**config.mk**
```make
export PLATFORM = sky130hd
export DESIGN_NAME = keyed_parameter_table_core
export DESIGN_NICKNAME = d
export VERILOG_FILES = /design/src/sv/kpt_pkg.sv /design/src/sv/kpt_ram.sv /design/src/sv/kpt_ctrl.sv /design/src/sv/kpt_datapath.sv /design/src/sv/keyed_parameter_table_core.sv
export SDC_FILE = /design/constraint.sdc
export NUM_CORES = 2
export LEC_CHECK = 0
export BUFFER_PORTS_ARGS = -buffer_cell sky130_fd_sc_hd__clkbuf_2
export CORE_UTILIZATION = 55
export DETAILED_ROUTE_END_ITERATION = 7
export PLACE_DENSITY = 0.71
export REMOVE_ABC_BUFFERS = 1
export SLEW_MARGIN = 20
export SYNTH_ARGS = -nofsm -noshare
export SYNTH_HDL_FRONTEND = slang
export SYNTH_MEMORY_MAX_BITS = 65536
export SYNTH_SLANG_ARGS = --single-unit
```
**constraint.sdc**
```tcl
create_clock -name clk -period 10.06 [get_ports clk]
set_input_delay 3.018 -clock clk [delete_from_list [all_inputs] [get_ports clk]]
set_output_delay 3.018 -clock clk [all_outputs]
set_load 0.05 [all_outputs]
```
**src/sv/kpt_pkg.sv**
```systemverilog
// Shared types, constants and helpers for the keyed parameter table.
// Used by every module of the block; depends on nothing.
package kpt_pkg;

  // Field widths of the transactions
  localparam int KEY_W       = 16;
  localparam int TYPE_W      = 8;
  localparam int VALUE_W     = 64;
  localparam int SIZE_IN_W   = 8;
  localparam int SIZE_W      = 4;
  localparam int COUNT_W     = 6;

  // Table geometry
  localparam int MAX_ENTRIES_DEF = 32;
  localparam int MAX_VALUE_BYTES = 8;

  typedef enum logic [1:0] {
    ACT_DEFINE = 2'd0,
    ACT_SET    = 2'd1,
    ACT_GET    = 2'd2,
    ACT_RESET  = 2'd3
  } action_t;

  typedef enum logic [1:0] {
    ST_OK        = 2'd0,
    ST_BAD       = 2'd1,
    ST_NOT_FOUND = 2'd2,
    ST_FULL      = 2'd3
  } status_t;

  typedef enum logic [2:0] {
    S_IDLE,
    S_DECODE,
    S_SCAN,
    S_SWEEP,
    S_RESP
  } state_t;

  // Controller to datapath
  typedef struct packed {
    logic accept;       // capture input transaction, rewind scan
    logic step;         // issue next table read
    logic sweep_wr;     // copy default into value for the entry just read
    logic commit_hit;   // finish action on the matched entry
    logic commit_miss;  // finish action with no match
    logic commit_bad;   // finish with bad parameter
    logic commit_ok;    // finish with ok, nothing else
    logic load_out;     // move result into output register
  } cmd_t;

  // Datapath to controller
  typedef struct packed {
    action_t act;
    logic    size_bad;
    logic    hit;
    logic    done;
    logic    out_free;
  } sts_t;

  // Keep bytes below nbytes, zero the rest
  function automatic logic [VALUE_W-1:0] byte_mask(input logic [SIZE_IN_W-1:0] nbytes);
    logic [VALUE_W-1:0] m;
    m = '0;
    for (int b = 0; b < VALUE_W / 8; b++) begin
      if (nbytes > SIZE_IN_W'(b)) begin
        m[b*8 +: 8] = 8'hFF;
      end
    end
    return m;
  endfunction

endpackage

```
**src/sv/kpt_ram.sv**
```systemverilog
// Generic single-write, single-read RAM with registered read data.
// Uses kpt_pkg for default sizes only.
module kpt_ram #(
  parameter int WIDTH = kpt_pkg::VALUE_W,
  parameter int DEPTH = kpt_pkg::MAX_ENTRIES_DEF,
  localparam int AW   = (DEPTH > 1) ? $clog2(DEPTH) : 1
) (
  input  logic             clk,
  input  logic             we,
  input  logic [AW-1:0]    waddr,
  input  logic [WIDTH-1:0] wdata,
  input  logic             re,
  input  logic [AW-1:0]    raddr,
  output logic [WIDTH-1:0] rdata
);

  logic [WIDTH-1:0] mem_r [DEPTH];
  logic [WIDTH-1:0] rdata_r;

  // Write port
  always_ff @(posedge clk) begin
    if (we) begin
      mem_r[waddr] <= wdata;
    end
  end

  // Registered read port
  always_ff @(posedge clk) begin
    if (re) begin
      rdata_r <= mem_r[raddr];
    end
  end

  assign rdata = rdata_r;

endmodule

```
**src/sv/kpt_ctrl.sv**
```systemverilog
// Controller state machine of the keyed parameter table.
// Depends on kpt_pkg for state, action and command/status types.
module kpt_ctrl (
  input  logic          clk,
  input  logic          rst_n,
  input  logic          in_valid,
  output logic          in_stall,
  input  kpt_pkg::sts_t sts,
  output kpt_pkg::cmd_t cmd
);

  kpt_pkg::state_t state_r, state_nxt;

  // State register
  always_ff @(posedge clk) begin
    if (!rst_n) begin
      state_r <= kpt_pkg::S_IDLE;
    end else begin
      state_r <= state_nxt;
    end
  end

  // Next state and commands
  always_comb begin
    state_nxt = state_r;
    cmd       = '0;
    in_stall  = 1'b1;
    unique case (state_r)
      kpt_pkg::S_IDLE: begin
        in_stall = 1'b0;
        if (in_valid) begin
          cmd.accept = 1'b1;
          state_nxt  = kpt_pkg::S_DECODE;
        end
      end
      kpt_pkg::S_DECODE: begin
        unique case (sts.act)
          kpt_pkg::ACT_DEFINE: begin
            if (sts.size_bad) begin
              cmd.commit_bad = 1'b1;
              state_nxt      = kpt_pkg::S_RESP;
            end else begin
              state_nxt = kpt_pkg::S_SCAN;
            end
          end
          kpt_pkg::ACT_SET,
          kpt_pkg::ACT_GET:   state_nxt = kpt_pkg::S_SCAN;
          kpt_pkg::ACT_RESET: state_nxt = kpt_pkg::S_SWEEP;
          default:            state_nxt = kpt_pkg::S_SCAN;
        endcase
      end
      kpt_pkg::S_SCAN: begin
        // keys are unique, so the first match ends the search
        priority if (sts.hit) begin
          cmd.commit_hit = 1'b1;
          state_nxt      = kpt_pkg::S_RESP;
        end else if (sts.done) begin
          cmd.commit_miss = 1'b1;
          state_nxt       = kpt_pkg::S_RESP;
        end else begin
          cmd.step = 1'b1;
        end
      end
      kpt_pkg::S_SWEEP: begin
        cmd.step     = 1'b1;
        cmd.sweep_wr = 1'b1;
        if (sts.done) begin
          cmd.commit_ok = 1'b1;
          state_nxt     = kpt_pkg::S_RESP;
        end
      end
      kpt_pkg::S_RESP: begin
        if (sts.out_free) begin
          cmd.load_out = 1'b1;
          state_nxt    = kpt_pkg::S_IDLE;
        end
      end
      default: state_nxt = kpt_pkg::S_IDLE;
    endcase
  end

endmodule

```
**src/sv/kpt_datapath.sv**
```systemverilog
// Datapath of the keyed parameter table: transaction registers, table RAMs,
// scan pipeline, entry count and result/output registers.
// Depends on kpt_pkg and kpt_ram.
module kpt_datapath #(
  parameter int MAX_ENTRIES = kpt_pkg::MAX_ENTRIES_DEF
) (
  input  logic                             clk,
  input  logic                             rst_n,
  input  kpt_pkg::cmd_t                    cmd,
  output kpt_pkg::sts_t                    sts,
  input  logic [1:0]                       in_action,
  input  logic [kpt_pkg::KEY_W-1:0]        in_param_key,
  input  logic [kpt_pkg::TYPE_W-1:0]       in_param_type,
  input  logic [kpt_pkg::VALUE_W-1:0]      in_value_in,
  input  logic [kpt_pkg::SIZE_IN_W-1:0]    in_size_in,
  output logic                             out_valid,
  input  logic                             out_stall,
  output logic [1:0]                       out_status,
  output logic [kpt_pkg::VALUE_W-1:0]      out_value_out,
  output logic [kpt_pkg::SIZE_W-1:0]       out_size_out,
  output logic [kpt_pkg::COUNT_W-1:0]      out_entry_count_out
);

  localparam int AW     = (MAX_ENTRIES > 1) ? $clog2(MAX_ENTRIES) : 1;
  localparam int CW     = $clog2(MAX_ENTRIES + 1);
  localparam int KW     = kpt_pkg::KEY_W;
  localparam int TW     = kpt_pkg::TYPE_W;
  localparam int VW     = kpt_pkg::VALUE_W;
  localparam int SIW    = kpt_pkg::SIZE_IN_W;
  localparam int SW     = kpt_pkg::SIZE_W;
  localparam int NW     = kpt_pkg::COUNT_W;
  localparam int MW     = TW + SW;

  // Captured transaction
  kpt_pkg::action_t act_r;
  logic [KW-1:0]    key_r;
  logic [TW-1:0]    type_r;
  logic [VW-1:0]    val_r;
  logic [SIW-1:0]   size_r;

  // Scan pipeline and entry count
  logic [CW-1:0] used_r;
  logic [CW-1:0] scan_idx_r;
  logic          chk_vld_r;
  logic [AW-1:0] chk_idx_r;

  // Result and output registers
  kpt_pkg::status_t res_status_r;
  logic [VW-1:0]    res_value_r;
  logic [SW-1:0]    res_size_r;
  logic             out_valid_r;
  kpt_pkg::status_t out_status_r;
  logic [VW-1:0]    out_value_r;
  logic [SW-1:0]    out_size_r;
  logic [NW-1:0]    out_count_r;

  // RAM ports
  logic          rd_en;
  logic [AW-1:0] rd_addr;
  logic [AW-1:0] wr_addr;
  logic [KW-1:0] key_rd;
  logic [MW-1:0] meta_rd;
  logic [VW-1:0] val_rd;
  logic [VW-1:0] dflt_rd;
  logic [SW-1:0] meta_size;
  logic [VW-1:0] mval;
  logic [VW-1:0] val_wdata;
  logic          not_full;
  logic          ins_en;
  logic          def_hit;
  logic          size_match;
  logic          set_ok;
  logic          sweep_we;
  logic          key_we;
  logic          meta_we;
  logic          val_we;

  // Transaction capture
  always_ff @(posedge clk) begin
    if (cmd.accept) begin
      act_r  <= kpt_pkg::action_t'(in_action);
      key_r  <= in_param_key;
      type_r <= in_param_type;
      val_r  <= in_value_in;
      size_r <= in_size_in;
    end
  end

  // Table access decode
  always_comb begin
    rd_en      = cmd.step && (scan_idx_r < used_r);
    rd_addr    = scan_idx_r[AW-1:0];
    meta_size  = meta_rd[SW-1:0];
    mval       = val_r & kpt_pkg::byte_mask(size_r);
    not_full   = used_r < CW'(MAX_ENTRIES);
    ins_en     = cmd.commit_miss && (act_r == kpt_pkg::ACT_DEFINE) && not_full;
    def_hit    = cmd.commit_hit && (act_r == kpt_pkg::ACT_DEFINE);
    size_match = size_r == SIW'(meta_size);
    set_ok     = cmd.commit_hit && (act_r == kpt_pkg::ACT_SET) && size_match;
    sweep_we   = cmd.sweep_wr && chk_vld_r;
    key_we     = ins_en;
    meta_we    = ins_en || def_hit;
    val_we     = ins_en || def_hit || set_ok || sweep_we;
    wr_addr    = ins_en ? used_r[AW-1:0] : chk_idx_r;
    val_wdata  = sweep_we ? dflt_rd : mval;
  end

  // Status to controller
  always_comb begin
    sts.act      = act_r;
    sts.size_bad = size_r > SIW'(kpt_pkg::MAX_VALUE_BYTES);
    sts.hit      = chk_vld_r && (key_rd == key_r);
    sts.done     = !chk_vld_r && (scan_idx_r >= used_r);
    sts.out_free = !out_valid_r || !out_stall;
  end

  // Scan pipeline: read address is issued the cycle before its compare
  always_ff @(posedge clk) begin
    if (!rst_n) begin
      scan_idx_r <= '0;
      chk_vld_r  <= 1'b0;
    end else if (cmd.accept) begin
      scan_idx_r <= '0;
      chk_vld_r  <= 1'b0;
    end else if (cmd.step) begin
      scan_idx_r <= scan_idx_r + CW'(rd_en);
      chk_vld_r  <= rd_en;
    end
  end

  always_ff @(posedge clk) begin
    if (cmd.step) begin
      chk_idx_r <= rd_addr;
    end
  end

  // Entry count
  always_ff @(posedge clk) begin
    if (!rst_n) begin
      used_r <= '0;
    end else if (ins_en) begin
      used_r <= used_r + CW'(1);
    end
  end

  // Result register
  always_ff @(posedge clk) begin
    if (cmd.commit_bad) begin
      res_status_r <= kpt_pkg::ST_BAD;
      res_value_r  <= '0;
      res_size_r   <= '0;
    end else if (cmd.commit_ok) begin
      res_status_r <= kpt_pkg::ST_OK;
      res_value_r  <= '0;
      res_size_r   <= '0;
    end else if (cmd.commit_hit) begin
      res_status_r <= kpt_pkg::ST_OK;
      res_value_r  <= '0;
      res_size_r   <= '0;
      unique case (act_r)
        kpt_pkg::ACT_SET: begin
          if (!size_match) begin
            res_status_r <= kpt_pkg::ST_BAD;
          end
        end
        kpt_pkg::ACT_GET: begin
          res_value_r <= val_rd;
          res_size_r  <= meta_size;
        end
        default: ;
      endcase
    end else if (cmd.commit_miss) begin
      res_value_r <= '0;
      res_size_r  <= '0;
      if (act_r == kpt_pkg::ACT_DEFINE) begin
        res_status_r <= not_full ? kpt_pkg::ST_OK : kpt_pkg::ST_FULL;
      end else begin
        res_status_r <= kpt_pkg::ST_NOT_FOUND;
      end
    end
  end

  // Output register
  always_ff @(posedge clk) begin
    if (!rst_n) begin
      out_valid_r <= 1'b0;
    end else if (cmd.load_out) begin
      out_valid_r <= 1'b1;
    end else if (!out_stall) begin
      out_valid_r <= 1'b0;
    end
  end

  always_ff @(posedge clk) begin
    if (cmd.load_out) begin
      out_status_r <= res_status_r;
      out_value_r  <= res_value_r;
      out_size_r   <= res_size_r;
      out_count_r  <= NW'(used_r);
    end
  end

  assign out_valid           = out_valid_r;
  assign out_status          = out_status_r;
  assign out_value_out       = out_value_r;
  assign out_size_out        = out_size_r;
  assign out_entry_count_out = out_count_r;

  // Table storage
  kpt_ram #(.WIDTH(KW), .DEPTH(MAX_ENTRIES)) u_key_ram (
    .clk  (clk),
    .we   (key_we),
    .waddr(wr_addr),
    .wdata(key_r),
    .re   (rd_en),
    .raddr(rd_addr),
    .rdata(key_rd)
  );

  kpt_ram #(.WIDTH(MW), .DEPTH(MAX_ENTRIES)) u_meta_ram (
    .clk  (clk),
    .we   (meta_we),
    .waddr(wr_addr),
    .wdata({type_r, size_r[SW-1:0]}),
    .re   (rd_en),
    .raddr(rd_addr),
    .rdata(meta_rd)
  );

  kpt_ram #(.WIDTH(VW), .DEPTH(MAX_ENTRIES)) u_val_ram (
    .clk  (clk),
    .we   (val_we),
    .waddr(wr_addr),
    .wdata(val_wdata),
    .re   (rd_en),
    .raddr(rd_addr),
    .rdata(val_rd)
  );

  kpt_ram #(.WIDTH(VW), .DEPTH(MAX_ENTRIES)) u_dflt_ram (
    .clk  (clk),
    .we   (meta_we),
    .waddr(wr_addr),
    .wdata(mval),
    .re   (rd_en),
    .raddr(rd_addr),
    .rdata(dflt_rd)
  );

  // Checks
  a_used_bound: assert property (@(posedge clk) disable iff (!rst_n)
    used_r <= CW'(MAX_ENTRIES))
    else $error("entry count above table depth");

  a_chk_in_use: assert property (@(posedge clk) disable iff (!rst_n)
    chk_vld_r |-> (CW'(chk_idx_r) < used_r))
    else $error("compare on a slot not in use");

  a_insert_count: assert property (@(posedge clk) disable iff (!rst_n)
    ins_en |=> (used_r == $past(used_r) + CW'(1)))
    else $error("insert did not bump entry count");

  a_load_valid: assert property (@(posedge clk) disable iff (!rst_n)
    cmd.load_out |=> out_valid_r)
    else $error("result loaded but not presented");

endmodule

```
**src/sv/keyed_parameter_table_core.sv**
```systemverilog
// Top level of the keyed parameter table: controller plus datapath.
// Depends on kpt_pkg, kpt_ctrl, kpt_datapath (and kpt_ram below it).
//
//   channel  | direction | handshake          | payload
//   ---------+-----------+--------------------+---------------------------------
//   in_      | input     | in_valid/in_stall  | action, param_key, param_type,
//            |           |                    | value_in, size_in
//   out_     | output    | out_valid/out_stall| status, value_out, size_out,
//            |           |                    | entry_count_out
//
// One transaction at a time. A get, set or define scans the entries in use
// between accept and result: the key scan reads one slot per cycle through
// the table RAM port. Reset-to-defaults sweeps the same way. A define with an
// oversize size finishes without a scan. A stalled result holds in the output
// register; the next transaction is accepted meanwhile and waits for it at the
// end. Reset empties the table.
module keyed_parameter_table_core #(
  parameter int MAX_ENTRIES = kpt_pkg::MAX_ENTRIES_DEF
) (
  input  logic                             clk,
  input  logic                             rst_n,
  input  logic                             in_valid,
  output logic                             in_stall,
  input  logic [1:0]                       in_action,
  input  logic [kpt_pkg::KEY_W-1:0]        in_param_key,
  input  logic [kpt_pkg::TYPE_W-1:0]       in_param_type,
  input  logic [kpt_pkg::VALUE_W-1:0]      in_value_in,
  input  logic [kpt_pkg::SIZE_IN_W-1:0]    in_size_in,
  output logic                             out_valid,
  input  logic                             out_stall,
  output logic [1:0]                       out_status,
  output logic [kpt_pkg::VALUE_W-1:0]      out_value_out,
  output logic [kpt_pkg::SIZE_W-1:0]       out_size_out,
  output logic [kpt_pkg::COUNT_W-1:0]      out_entry_count_out
);

  kpt_pkg::cmd_t cmd;
  kpt_pkg::sts_t sts;

  // Sequencer
  kpt_ctrl u_ctrl (
    .clk     (clk),
    .rst_n   (rst_n),
    .in_valid(in_valid),
    .in_stall(in_stall),
    .sts     (sts),
    .cmd     (cmd)
  );

  // Storage and result path
  kpt_datapath #(.MAX_ENTRIES(MAX_ENTRIES)) u_datapath (
    .clk                (clk),
    .rst_n              (rst_n),
    .cmd                (cmd),
    .sts                (sts),
    .in_action          (in_action),
    .in_param_key       (in_param_key),
    .in_param_type      (in_param_type),
    .in_value_in        (in_value_in),
    .in_size_in         (in_size_in),
    .out_valid          (out_valid),
    .out_stall          (out_stall),
    .out_status         (out_status),
    .out_value_out      (out_value_out),
    .out_size_out       (out_size_out),
    .out_entry_count_out(out_entry_count_out)
  );

endmodule
```
==> impl_metrics.ini <==
[run_status]
status = complete, no violations

[route]
avgViaCountPerCell = 6.60
met3WireLength_um = 43300
drt_iter0_drc = 11900
antenna_left = 0
drcViolationCount = 0
vias = 87300
routedWlPerCell_um = 34.0
wl_um = 450000
met1Wirelength_um = 171000
dr.max_layer_used = met5
drt_pass1_iterations = 6
met2_length_um = 224000

[clock_tree]
cts_sinks = 5142
clockBufferDepth = 4
path_clk_slew_ps = 60
cts_tree = built
cts_root_buf = clkbuf_16
insertion_delay_ps = 1020
htreeDepth = 5
cts_inserted_buffers = 480
postCtsSetupRepairBufs = 0
ctsHoldBuffers = 0
cts-resized-gates = 0

[die]
num_io_pins = 180
start_util_pct = 55.3
row_count = 217
die_w_um = 595
core_area_um2 = 350000
die_y_um = 595
dieArea_um2 = 354000

[sta]
finalSetupTns_ps = 0
worst_pin_slew_ps = 1140
fin_skew_ps = 84.5
setup_viol = 0
slew_headroom_pct = 24.0
rsz0062_at_grt = no
fin_ws_ps = 4220
maxSlewViolCount = 0
fin_crit_sh_pct = 58.1
hold_slack_ps = 407
fmax_mhz = 171
fin_crit_ps = 5840
final-hold-violation-count = 0

[logic_synthesis]
synth.most_common_cell = edfxtp_1
yosysSeqAreaShare_pct = 79.3
synth_seq_cells = 5142
yosys-top-cells-count = edfxtp_1 (5055), mux4_2 (1480), clkbuf_1 (237), mux2_2 (213), dfxtp_1 (87)
ys_types = 51
yosys_most_used_dff = edfxtp_1
async_flop_share_pct = 0
netlist.area_leader.share_pct = 78.4
synth_enable_flop_cells = 5055
postSynthAreaPerCell_um2 = 25.2
synth_top_area_cell = edfxtp_1
synth.cell_area_um2 = 194000
yosys-top-cells-area = edfxtp_1 (78%), mux4_2 (17%), mux2_2 (1.2%)
syn_inst = 7671
ys_warn_count = 0

[global_routing]
grt_max_degree = 146
grt_first_pass_wirelength_um = 640000
grt_pass1_vias = 89000
antenna_found_initial = 10
track_usage_pct = 25.4
grt-ovfl-total = 0

[min_path]
hold_path_class = reg -> reg
hp-start = u_datapath.res_value_r[32]$_SDFFE_PP0P_

[critical_path]
critPathKind = reg -> reg
worstPathMaxFanout = 105
endpoint_kind = flip-flop
crit_start = u_datapath.scan_idx_r[0]$_SDFFE_PP0P_
r2r_slack_ps = 4220
arrival_ps = 6590
reg2reg_from = u_datapath.scan_idx_r[0]$_SDFFE_PP0P_
worstPathRequired_ps = 10810
startpoint_type = flip-flop

[placement]
pre_cts_slack_ps = 4030
placed_cell_area_um2 = 202000
dp_hpwl_um = 223000
io_buffers = 171
gp_congestion = 0.769

[power_and_ir_drop]
power_density_nw_per_um2 = 195
leakagePower_nw = 65.1
irDropWorstVdd_v = 0.000167

[final_layout]
fin_area_um2 = 217000
syn_to_final_growth_pct = 12.2
fin_nets = 8323
fillers = 22400
layout-drive-gt1-share_pct = 34.4

[run]
maxCapViolations = 0
sequential cells by signal, indices dropped and copies added, names as in the netlist, 6 cells and up:
register and cells:
u_datapath.val_r 64, u_datapath.u_meta_ram.mem_r 128, u_datapath.used_r 6, u_datapath.u_val_ram.mem_r 2048
u_datapath.u_dflt_ram.rdata 64, u_datapath.out_entry_count_out 6, u_datapath.u_dflt_ram.mem_r 2048, u_datapath.u_key_ram.rdata 16
u_datapath.u_key_ram.mem_r 512, u_datapath.u_val_ram.rdata 64, u_datapath.size_r 8, u_datapath.res_value_r 64
u_datapath.key_r 16, u_datapath.scan_idx_r 6, u_datapath.out_value_out 64
critical path: stages, from the launching register on:
cell,delay [ps]
dfxtp_4,880
buf_12,700
buf_4,810
buf_4,780
buf_12,670
mux4_2,640
mux4_2,530
mux2_2,290
per-layer routing:
layer / track usage [%] / vias up
met2: 41.9 / 4923
met3: 4.18 / 703
met5: 0 / -
met1: 36.0 / 47200
li1: - / 34500
met4: 6.20 / 2
stage by stage:
step                power, mW  instances  util, %
floorplan                24.5       7273        -
CTS                      42.6      13200     62.0
global route             43.4      13200     62.1
finish                   42.4      13200     62.1
detailed placement       24.9      12300     57.6
global placement         24.8      12300     57.6
layout by cell type, fill, tap and decap left out, types with 16 or more instances in the layout:
master,netlist,layout
buf_4,4,264
nor2_1,51,51
clkbuf_2,0,171
a22o_1,68,68
a21oi_1,24,19
clkinv_1,0,109
bufinv_16,0,47
xor2_1,18,18
and2_1,24,20
mux4_2,1480,1480
mux2_2,213,213
buf_12,0,16
clkbuf_1,237,109
edfxtp_1,5055,5055
nor3_2,1,67
nand2_1,16,16
dfxtp_1,87,82
clkinv_2,0,96
clkbuf_16,0,486
nor2b_2,0,34
path summary, 6_finish.rpt:
check | endpoint | depth (start not counted)
setup / recovery | u_datapath.u_val_ram.rdata[19]$_DFFE_PP_ | 7
hold / removal | u_datapath.out_value_out[32]$_DFFE_PP_ | 0
setup reg to reg | u_datapath.u_val_ram.rdata[19]$_DFFE_PP_ | 7
hold reg to reg | u_datapath.out_value_out[32]$_DFFE_PP_ | 0
cells by family (layout without fill, tap and decap cells):
| family | count (synthesis) | count (layout) | synth area share (%) |
|---|---|---|---|
| AOI/OAI and AO/OA | 138 | 138 | 0.544 |
| xor gates and xnor gates | 22 | 22 | 0.0995 |
| adders and majority gates | 9 | 9 | 0.0582 |
| buffers and inverters | 414 | 1370 | 0.866 |
| DFF | 5142 | 5142 | 79.3 |
| muxes | 1696 | 1696 | 18.5 |
| other | 0 | 4 | 0 |
| and+or+nand+nor | 250 | 250 | 0.681 |
layout make-up:
cell class              count  area (µm²)  share of cell area (%)
clock inverters           289        2750                    1.27
diodes                      4        10.0                 0.00461
repair buffers            457        3240                    1.49
flip-flops and latches   5142      154000                    70.7
clock buffers             608       12700                    5.87
multi-input cells        2115       39100                    18.0
inverters                  16        67.6                  0.0311
well taps                4599        5750                    2.65
power by group:
| group | switching (mW) | internal [mW] |
|---|---|---|
| clock | 7.75 | 10.1 |
| combinational | 0.583 | 0.0887 |
| sequential | 0.0489 | 23.7 |
Power figures use the tool's default switching activity.
